### src/rtl/core/bcp_pkg.sv
// Shared types, constants and helpers for the bracketed command parser.
// No dependencies; imported by bcp_token_match and bracketed_command_parser.
`default_nettype none

package bcp_pkg;

    // Parser phase within one message buffer
    typedef enum logic [2:0] {
        PH_SEEK  = 3'd0,
        PH_SKIP1 = 3'd1,
        PH_TOK1  = 3'd2,
        PH_SKIP2 = 3'd3,
        PH_TOK2  = 3'd4,
        PH_DONE  = 3'd5
    } phase_t;

    // Command codes
    localparam logic [1:0] CMD_START   = 2'd0;
    localparam logic [1:0] CMD_STOP    = 2'd1;
    localparam logic [1:0] CMD_VIBRATE = 2'd2;
    localparam logic [1:0] CMD_ERR     = 2'd3;

    localparam int MAX_LEN_DEFAULT = 32;

    localparam int          NUM_KW    = 3;
    localparam logic [2:0]  TOK_SAT   = 3'd7;
    localparam logic [7:0]  CH_OPEN   = 8'h3C;
    localparam logic [7:0]  CH_CLOSE  = 8'h3E;
    localparam logic [7:0]  CH_SPACE  = 8'h20;
    localparam logic [7:0]  CH_NUL    = 8'h00;

    // Keyword text, one row per keyword, padded with zero bytes
    localparam logic [7:0] KW_TEXT [NUM_KW][8] = '{
        '{8'h53, 8'h54, 8'h41, 8'h52, 8'h54, 8'h00, 8'h00, 8'h00},
        '{8'h53, 8'h54, 8'h4F, 8'h50, 8'h00, 8'h00, 8'h00, 8'h00},
        '{8'h56, 8'h49, 8'h42, 8'h52, 8'h41, 8'h54, 8'h45, 8'h00}
    };
    localparam logic [2:0] KW_LEN [NUM_KW] = '{3'd5, 3'd4, 3'd7};

    // Keyword matching state carried between the top level and the matcher
    typedef struct packed {
        logic [2:0] index;
        logic [2:0] alive;
        logic [1:0] hit;
    } kw_state_t;

    localparam kw_state_t KW_RESET = '{index: 3'd0, alive: 3'b111, hit: CMD_ERR};

    // Uppercase hex digit to nibble; anything else reads as zero
    function automatic logic [3:0] hex_nibble(input logic [7:0] c);
        logic [7:0] d;
        begin
            d = 8'd0;
            if (c >= 8'h30 && c <= 8'h39) begin
                d = c - 8'h30;
            end else if (c >= 8'h41 && c <= 8'h46) begin
                d = c - 8'h37;
            end
            hex_nibble = d[3:0];
        end
    endfunction

endpackage

`default_nettype wire

### src/rtl/core/bcp_token_match.sv
// Prefix matcher for the first token against the three keywords.
// Depends on bcp_pkg for the keyword table and kw_state_t.
`default_nettype none

module bcp_token_match (
    input  wire logic [7:0]        char_in,
    input  bcp_pkg::kw_state_t     cur,
    output bcp_pkg::kw_state_t     nxt
);
    import bcp_pkg::*;

    // Check one character against every keyword still alive
    always_comb begin
        kw_state_t s;
        s = cur;
        if (cur.index < TOK_SAT) begin
            for (int k = 0; k < NUM_KW; k++) begin
                if (s.alive[k] && cur.index < KW_LEN[k]) begin
                    if (char_in != KW_TEXT[k][cur.index]) begin
                        s.alive[k] = 1'b0;
                    end else if (cur.index == KW_LEN[k] - 3'd1 && s.hit == CMD_ERR) begin
                        s.hit = 2'(k);
                    end
                end
            end
            s.index = cur.index + 3'd1;
        end
        nxt = s;
    end

endmodule

`default_nettype wire

### src/rtl/core/bracketed_command_parser.sv
// Top level of the bracketed command parser: byte-stream state, result register.
// Depends on bcp_pkg and bcp_token_match.
`default_nettype none

// The parser takes one byte per cycle on the s_ channel and gives one result on
// the m_ channel for each byte marked with s_last: the command code (0 start,
// 1 stop, 2 vibrate, 3 error) and the 16-bit hex value, zero for errors. Every
// byte is folded into the parse state in the cycle it is accepted, and the
// result of a last byte is formed in that same cycle and lands in the output
// register in the following cycle. A new byte is taken every cycle; input stalls only
// while a result sits in the output register and m_ready is low. MAX_LEN bounds
// the distance from the '<' to the last '>' (offset must stay below it).
module bracketed_command_parser #(
    parameter int MAX_LEN = bcp_pkg::MAX_LEN_DEFAULT
) (
    input  wire logic        aclk,
    input  wire logic        aresetn,
    input  wire logic        s_valid,
    output logic             s_ready,
    input  wire logic [7:0]  s_char_in,
    input  wire logic        s_last,
    output logic             m_valid,
    input  wire logic        m_ready,
    output logic [1:0]       m_command,
    output logic [15:0]      m_value
);
    import bcp_pkg::*;

    localparam logic [8:0] MaxLenW = 9'(MAX_LEN);

    phase_t      phase_reg, phase_next;
    kw_state_t   kw_reg, kw_next, kw_step;
    logic [2:0]  digit_count_reg, digit_count_next;
    logic [15:0] value_acc_reg, value_acc_next;
    logic [7:0]  offset_reg, offset_next;
    logic [7:0]  close_reg, close_next;
    logic        ended_reg, ended_next;

    logic        m_valid_reg;
    logic [1:0]  m_command_reg, m_command_next;
    logic [15:0] m_value_reg, m_value_next;

    logic        s_fire;
    logic        active;
    logic        is_space;
    logic        is_close;

    assign s_ready  = !m_valid_reg || m_ready;
    assign s_fire   = s_valid && s_ready;
    assign is_space = (s_char_in == CH_SPACE);
    assign is_close = (s_char_in == CH_CLOSE);
    // Token parsing runs only inside the text and before a zero byte
    assign active   = (phase_reg != PH_SEEK) && !ended_reg && (s_char_in != CH_NUL);

    bcp_token_match u_match (
        .char_in (s_char_in),
        .cur     (kw_reg),
        .nxt     (kw_step)
    );

    // Next phase
    always_comb begin
        phase_next = phase_reg;
        unique case (phase_reg)
            PH_SEEK:  if (s_char_in == CH_OPEN) phase_next = PH_SKIP1;
            PH_SKIP1: if (active && !is_space) phase_next = PH_TOK1;
            PH_TOK1:  if (active && is_space) phase_next = PH_SKIP2;
            PH_SKIP2: if (active && !is_space && !is_close) phase_next = PH_TOK2;
            PH_TOK2:  if (active && (is_space || is_close)) phase_next = PH_DONE;
            PH_DONE:  phase_next = PH_DONE;
            default:  phase_next = PH_SEEK;
        endcase
    end

    // Datapath updates for one byte
    always_comb begin
        logic take_kw;
        logic take_digit;
        take_kw    = active && ((phase_reg == PH_SKIP1 && !is_space) ||
                                (phase_reg == PH_TOK1 && !is_space));
        take_digit = active && ((phase_reg == PH_SKIP2 && !is_space && !is_close) ||
                                (phase_reg == PH_TOK2 && !is_space && !is_close));

        kw_next          = take_kw ? kw_step : kw_reg;
        digit_count_next = digit_count_reg;
        value_acc_next   = value_acc_reg;
        if (take_digit && digit_count_reg < 3'd4) begin
            value_acc_next   = {value_acc_reg[11:0], hex_nibble(s_char_in)};
            digit_count_next = digit_count_reg + 3'd1;
        end

        offset_next = offset_reg;
        close_next  = close_reg;
        ended_next  = ended_reg;
        if (phase_reg == PH_SEEK) begin
            if (s_char_in == CH_OPEN) offset_next = 8'd0;
        end else begin
            if (offset_reg != 8'hFF) offset_next = offset_reg + 8'd1;
            if (is_close) close_next = offset_next;
            if (s_char_in == CH_NUL) ended_next = 1'b1;
        end
    end

    // Result for the last byte, from the updated state
    always_comb begin
        m_command_next = CMD_ERR;
        m_value_next   = 16'd0;
        if (phase_next != PH_SEEK && close_next != 8'd0 &&
            {1'b0, close_next} < MaxLenW && kw_next.hit != CMD_ERR) begin
            m_command_next = kw_next.hit;
            case (digit_count_next)
                3'd1:    m_value_next = {value_acc_next[3:0], 12'd0};
                3'd2:    m_value_next = {value_acc_next[7:0], 8'd0};
                3'd3:    m_value_next = {value_acc_next[11:0], 4'd0};
                3'd4:    m_value_next = value_acc_next;
                default: m_value_next = 16'd0;
            endcase
        end
    end

    // Advance parse state; clear it after each last byte
    always_ff @(posedge aclk) begin
        if (!aresetn) begin
            phase_reg       <= PH_SEEK;
            kw_reg          <= KW_RESET;
            digit_count_reg <= 3'd0;
            value_acc_reg   <= 16'd0;
            offset_reg      <= 8'd0;
            close_reg       <= 8'd0;
            ended_reg       <= 1'b0;
        end else if (s_fire) begin
            if (s_last) begin
                phase_reg       <= PH_SEEK;
                kw_reg          <= KW_RESET;
                digit_count_reg <= 3'd0;
                value_acc_reg   <= 16'd0;
                offset_reg      <= 8'd0;
                close_reg       <= 8'd0;
                ended_reg       <= 1'b0;
            end else begin
                phase_reg       <= phase_next;
                kw_reg          <= kw_next;
                digit_count_reg <= digit_count_next;
                value_acc_reg   <= value_acc_next;
                offset_reg      <= offset_next;
                close_reg       <= close_next;
                ended_reg       <= ended_next;
            end
        end
    end

    // Hold the result word until taken
    always_ff @(posedge aclk) begin
        if (!aresetn) begin
            m_valid_reg <= 1'b0;
        end else if (s_fire && s_last) begin
            m_valid_reg <= 1'b1;
        end else if (m_ready) begin
            m_valid_reg <= 1'b0;
        end
    end

    always_ff @(posedge aclk) begin
        if (s_fire && s_last) begin
            m_command_reg <= m_command_next;
            m_value_reg   <= m_value_next;
        end
    end

    assign m_valid   = m_valid_reg;
    assign m_command = m_command_reg;
    assign m_value   = m_value_reg;

    // Error results never carry a value
    a_err_zero: assert property (@(posedge aclk) disable iff (!aresetn)
        m_valid_reg && m_command_reg == CMD_ERR |-> m_value_reg == 16'd0)
        else $error("error result with nonzero value");

    // A last byte returns the parser to seeking
    a_last_clears: assert property (@(posedge aclk) disable iff (!aresetn)
        s_fire && s_last |=> phase_reg == PH_SEEK && kw_reg == KW_RESET)
        else $error("parse state not cleared after last byte");

    // Digit counter never passes four
    a_digits: assert property (@(posedge aclk) disable iff (!aresetn)
        digit_count_reg <= 3'd4)
        else $error("digit count overflow");

    // A matched keyword stays alive and implies the first token was reached
    a_hit_alive: assert property (@(posedge aclk) disable iff (!aresetn)
        kw_reg.hit != CMD_ERR |-> kw_reg.alive[kw_reg.hit] &&
                                  phase_reg != PH_SEEK && phase_reg != PH_SKIP1)
        else $error("keyword hit inconsistent with match state");

endmodule

`default_nettype wire
### config.mk
export PLATFORM = sky130hd
export DESIGN_NAME = bracketed_command_parser
export DESIGN_NICKNAME = d
export VERILOG_FILES = /design/src/rtl/core/bcp_pkg.sv /design/src/rtl/core/bcp_token_match.sv /design/src/rtl/core/bracketed_command_parser.sv
export SDC_FILE = /design/constraint.sdc
export NUM_CORES = 1
export LEC_CHECK = 0
export BUFFER_PORTS_ARGS = -buffer_cell sky130_fd_sc_hd__buf_2
export CELL_PAD_IN_SITES_DETAIL_PLACEMENT = 1
export CELL_PAD_IN_SITES_GLOBAL_PLACEMENT = 1
export CORE_ASPECT_RATIO = 2
export CORE_MARGIN = 2
export CORE_UTILIZATION = 30
export CTS_CLUSTER_DIAMETER = 120
export DETAILED_ROUTE_END_ITERATION = 10
export HOLD_SLACK_MARGIN = 0.06
export MAX_ROUTING_LAYER = met4
export PLACE_DENSITY = 0.58
export SYNTH_ARGS = -nofsm -noshare
export SYNTH_HDL_FRONTEND = slang
export SYNTH_SLANG_ARGS = --single-unit
### constraint.sdc
create_clock -name aclk -period 9.5 [get_ports aclk]
set_input_delay 1.9 -clock aclk [delete_from_list [all_inputs] [get_ports aclk]]
set_output_delay 1.9 -clock aclk [all_outputs]
set_load 0.01 [all_outputs]
==> out/summary.txt <==
CP cell instances: buf_2 > nand4bb_1 > o22ai_2 > or2_1 > o21ai_1 > and2_1 > a221oi_1 > nor3_2
Starting density of the core: 30.7%
VDD IR max: 0.0850 mV
Ys async rst share: 0%
Worst setup EP type: flop
DRC: 0
Initial DRC count: 165
Register-to-register setup slack: 5.92 ns
Area Overhead vs Synth: 12.1%
DR pass1 iterations: 4
Worst path max stage delay: 0.91 ns
Worst min-delay path endpoint: close_reg[4]$_SDFFE_PN0P_
Multi-input logic area: 0.00280 mm²
EDFF count, synth: 18
Initial antenna violation count: 0
Library cells used by synthesis: 82
Worst Path Required: 9.56 ns
Die ar.: 0.0162 mm²
Syn Inst Count: 551
First-pass GRT wire length: 24000 µm
FMAX: 0.208 GHz
Placed Area: 0.00478 mm²
Pleak: 1.74 nW
Layout cells sized above 1: 14.5%
# hold bufs at CTS: 0
Crit share post-route: 50.5%
Critical path type: in -> reg
Fin. Hold Viols: 0
Synth warnings: 0
Final slew viol count: 0
Register area: 0.00150 mm²
Layout Nets: 587
Inserted Diodes: 0
Largest net degree at the start of global routing: 28
Wire per inst: 19.9 µm
Syn avg cell area: 8.26 µm²
Via Count: 4243
Fill cells: 1829
Placed Cells: 743
Final wirelength: 15100 µm
Type of origin of the critical path: primary input
Die Span X: 91.1 µm
Hold path start: close_reg[4]$_SDFFE_PN0P_
R2r endpoint: m_value[13]$_SDFFCE_PN0P_
Number of global-route vias before repair: 4586
Fin crit period: 4.80 ns
Gpl congestion: 0.946
H-tree levels: 3
Finish-stage setup viols: 0
Num Clock Sinks: 66
Clk_lat worst skew: 0.34 ns
Max-capacitance violation count: 0
Max FO, Critical Path: 25
Worst setup path start: s_char_in[4]
Top cells by count, synth: nor2_1 (70), nand2_1 (56), dfxtp_1 (48)
Die height: 178 µm
Final instance area: 0.00510 mm²
Skew final: 0.0102 ns
Final non-filler cell total: 759
Worst Tran Pin Value: 1.13 ns
Reg2Reg Depth: 9
Cell area after synthesis: 0.00455 mm²
Reg-to-Reg Start: kw_reg[5]$_SDFFE_PN0P_
WHS Path Cells: 2
Synth Register Bits: 66
Count leader, synth: nor2_1
Vias per cell: 5.59
Status: complete, no violations
# port buffers: 32
Total grt overflow: 0
Post-cts resize count: 0
CTS tree: built
Clock-pin slew on the worst setup and hold paths: 0.06 ns
Num CTS Buffers: 9
Dpl hpwl: 11600 µm
Std cell rows: 63
Setup tns final: 0 ns
Maximum clock insertion buffer count: 2
CP Data Arrival Time: 4.85 ns
Fin util: 34.4%
RSZ-0062 raised after global routing: false
Gr usage total: 19.6%
Post-synth top area cell: dfxtp_1
# IOs: 33
Core ar.: 0.0148 mm²
Synth area leaders: dfxtp_1 (21%), edfxtp_1 (12%), nor2_1 (5.8%), a22oi_1 (4.6%), nand2_1 (4.6%)
Syn_nets: 579
Primary FF master, synth: dfxtp_1
Pwr Total: 695 µW
Seq/Total Area, Yosys: 33.0%
Root buffer cell: clkbuf_16
Hold Crit Class: reg -> reg
Antenna-violating nets left: 0
Post CTS Setup Buffer Count: 0
Power Density: 136 mW/mm²
Synth top area share: 21.1%
Critical Path Slowest Stage Cell: or2_1
Slew headroom: 24.9%
[per-stage QoR]
| step | hold WS [ns] | setup slack [ns] |
|---|---|---|
| 2_1_floorplan | 0.425 | 5.13 |
| 3_3_place_gp | 0.438 | 4.47 |
| 3_5_place_dp | 0.460 | 4.37 |
| 4_1_cts | 0.467 | 4.70 |
| 5_1_grt | 0.480 | 4.46 |
| 6_report | 0.461 | 4.70 |
[placed cells by master (no fill, tap or decap), types with 3 or more instances in the layout]
master,count
edfxtp_1,18
nor4_1,5
nor2b_1,4
a21oi_1,30
a22oi_1,28
o22ai_1,3
dfxtp_1,48
or3_1,4
a22o_1,6
and2_1,3
and3b_1,3
nor2_1,70
ha_1,15
nor3b_1,6
clkbuf_16,10
xor2_1,3
nor3_1,17
nand4_1,4
mux2i_1,10
nand2_1,56
o21ai_0,24
a31o_2,3
and3_1,4
o21ai_1,9
o211ai_1,3
nor3_2,5
nand2b_1,10
xnor2_1,8
a211oi_1,5
a311oi_1,3
buf_4,3
inv_1,16
and4_1,4
buf_2,32
a31oi_1,7
nand3_1,14
a221oi_1,4
a21o_1,4
[kinds of logic after synthesis]
group	Yosys count	share of synthesized area [%]
buf+inv	54	5.58
compound gates	162	25.6
xor+xnor	12	2.47
simple gates	230	26.5
fa+ha+maj	15	4.12
mux	12	2.69
flops	66	33.0
[report_power, final]
part / internal, mW / switching, mW
Sequential: 0.291 / 0.000639
Clock: 0.222 / 0.139
Combinational: 0.0119 / 0.0314
[area by class of cell]
class / count / area share (%)
Timing Repair Buffer: 35 / 3.58
Sequential cell: 66 / 29.4
Clock inverter: 6 / 1.37
Clock buffer: 10 / 4.90
Tap cell: 195 / 4.78
Inverter: 16 / 1.18
Multi-Input combinational cell: 431 / 54.8
[worst max-delay path, delay by kind of cell]
kind            cells  cell delay [ns]
compound gates      3             1.03
buf+inv             1             0.20
simple gates        4             1.71
[per-layer routing]
metal / global-route usage, % / wire length [µm] / part of all wire [%] / vias up
met1: 16.7 / 5260 / 35 / 2069
met2: 39.0 / 8760 / 58 / 89
met5: - / 0 / 0 / -
met3: 2.92 / 315 / 2.1 / 42
met4: 11.8 / 764 / 5.1 / 0
li1: - / - / - / 2043
[worst max path at each step]
stage	end	slack (ns)	cells after the start
after CTS	m_value[8]$_SDFFCE_PN0P_	4.70	8
final	m_value[8]$_SDFFCE_PN0P_	4.70	8
after global routing	m_value[8]$_SDFFCE_PN0P_	4.46	8
after floorplan	m_value[10]$_SDFFCE_PN0P_	5.13	12
after global placement	m_value[8]$_SDFFCE_PN0P_	4.47	8
after detailed placement	m_value[8]$_SDFFCE_PN0P_	4.37	8
Power figures use the tool's default switching activity.
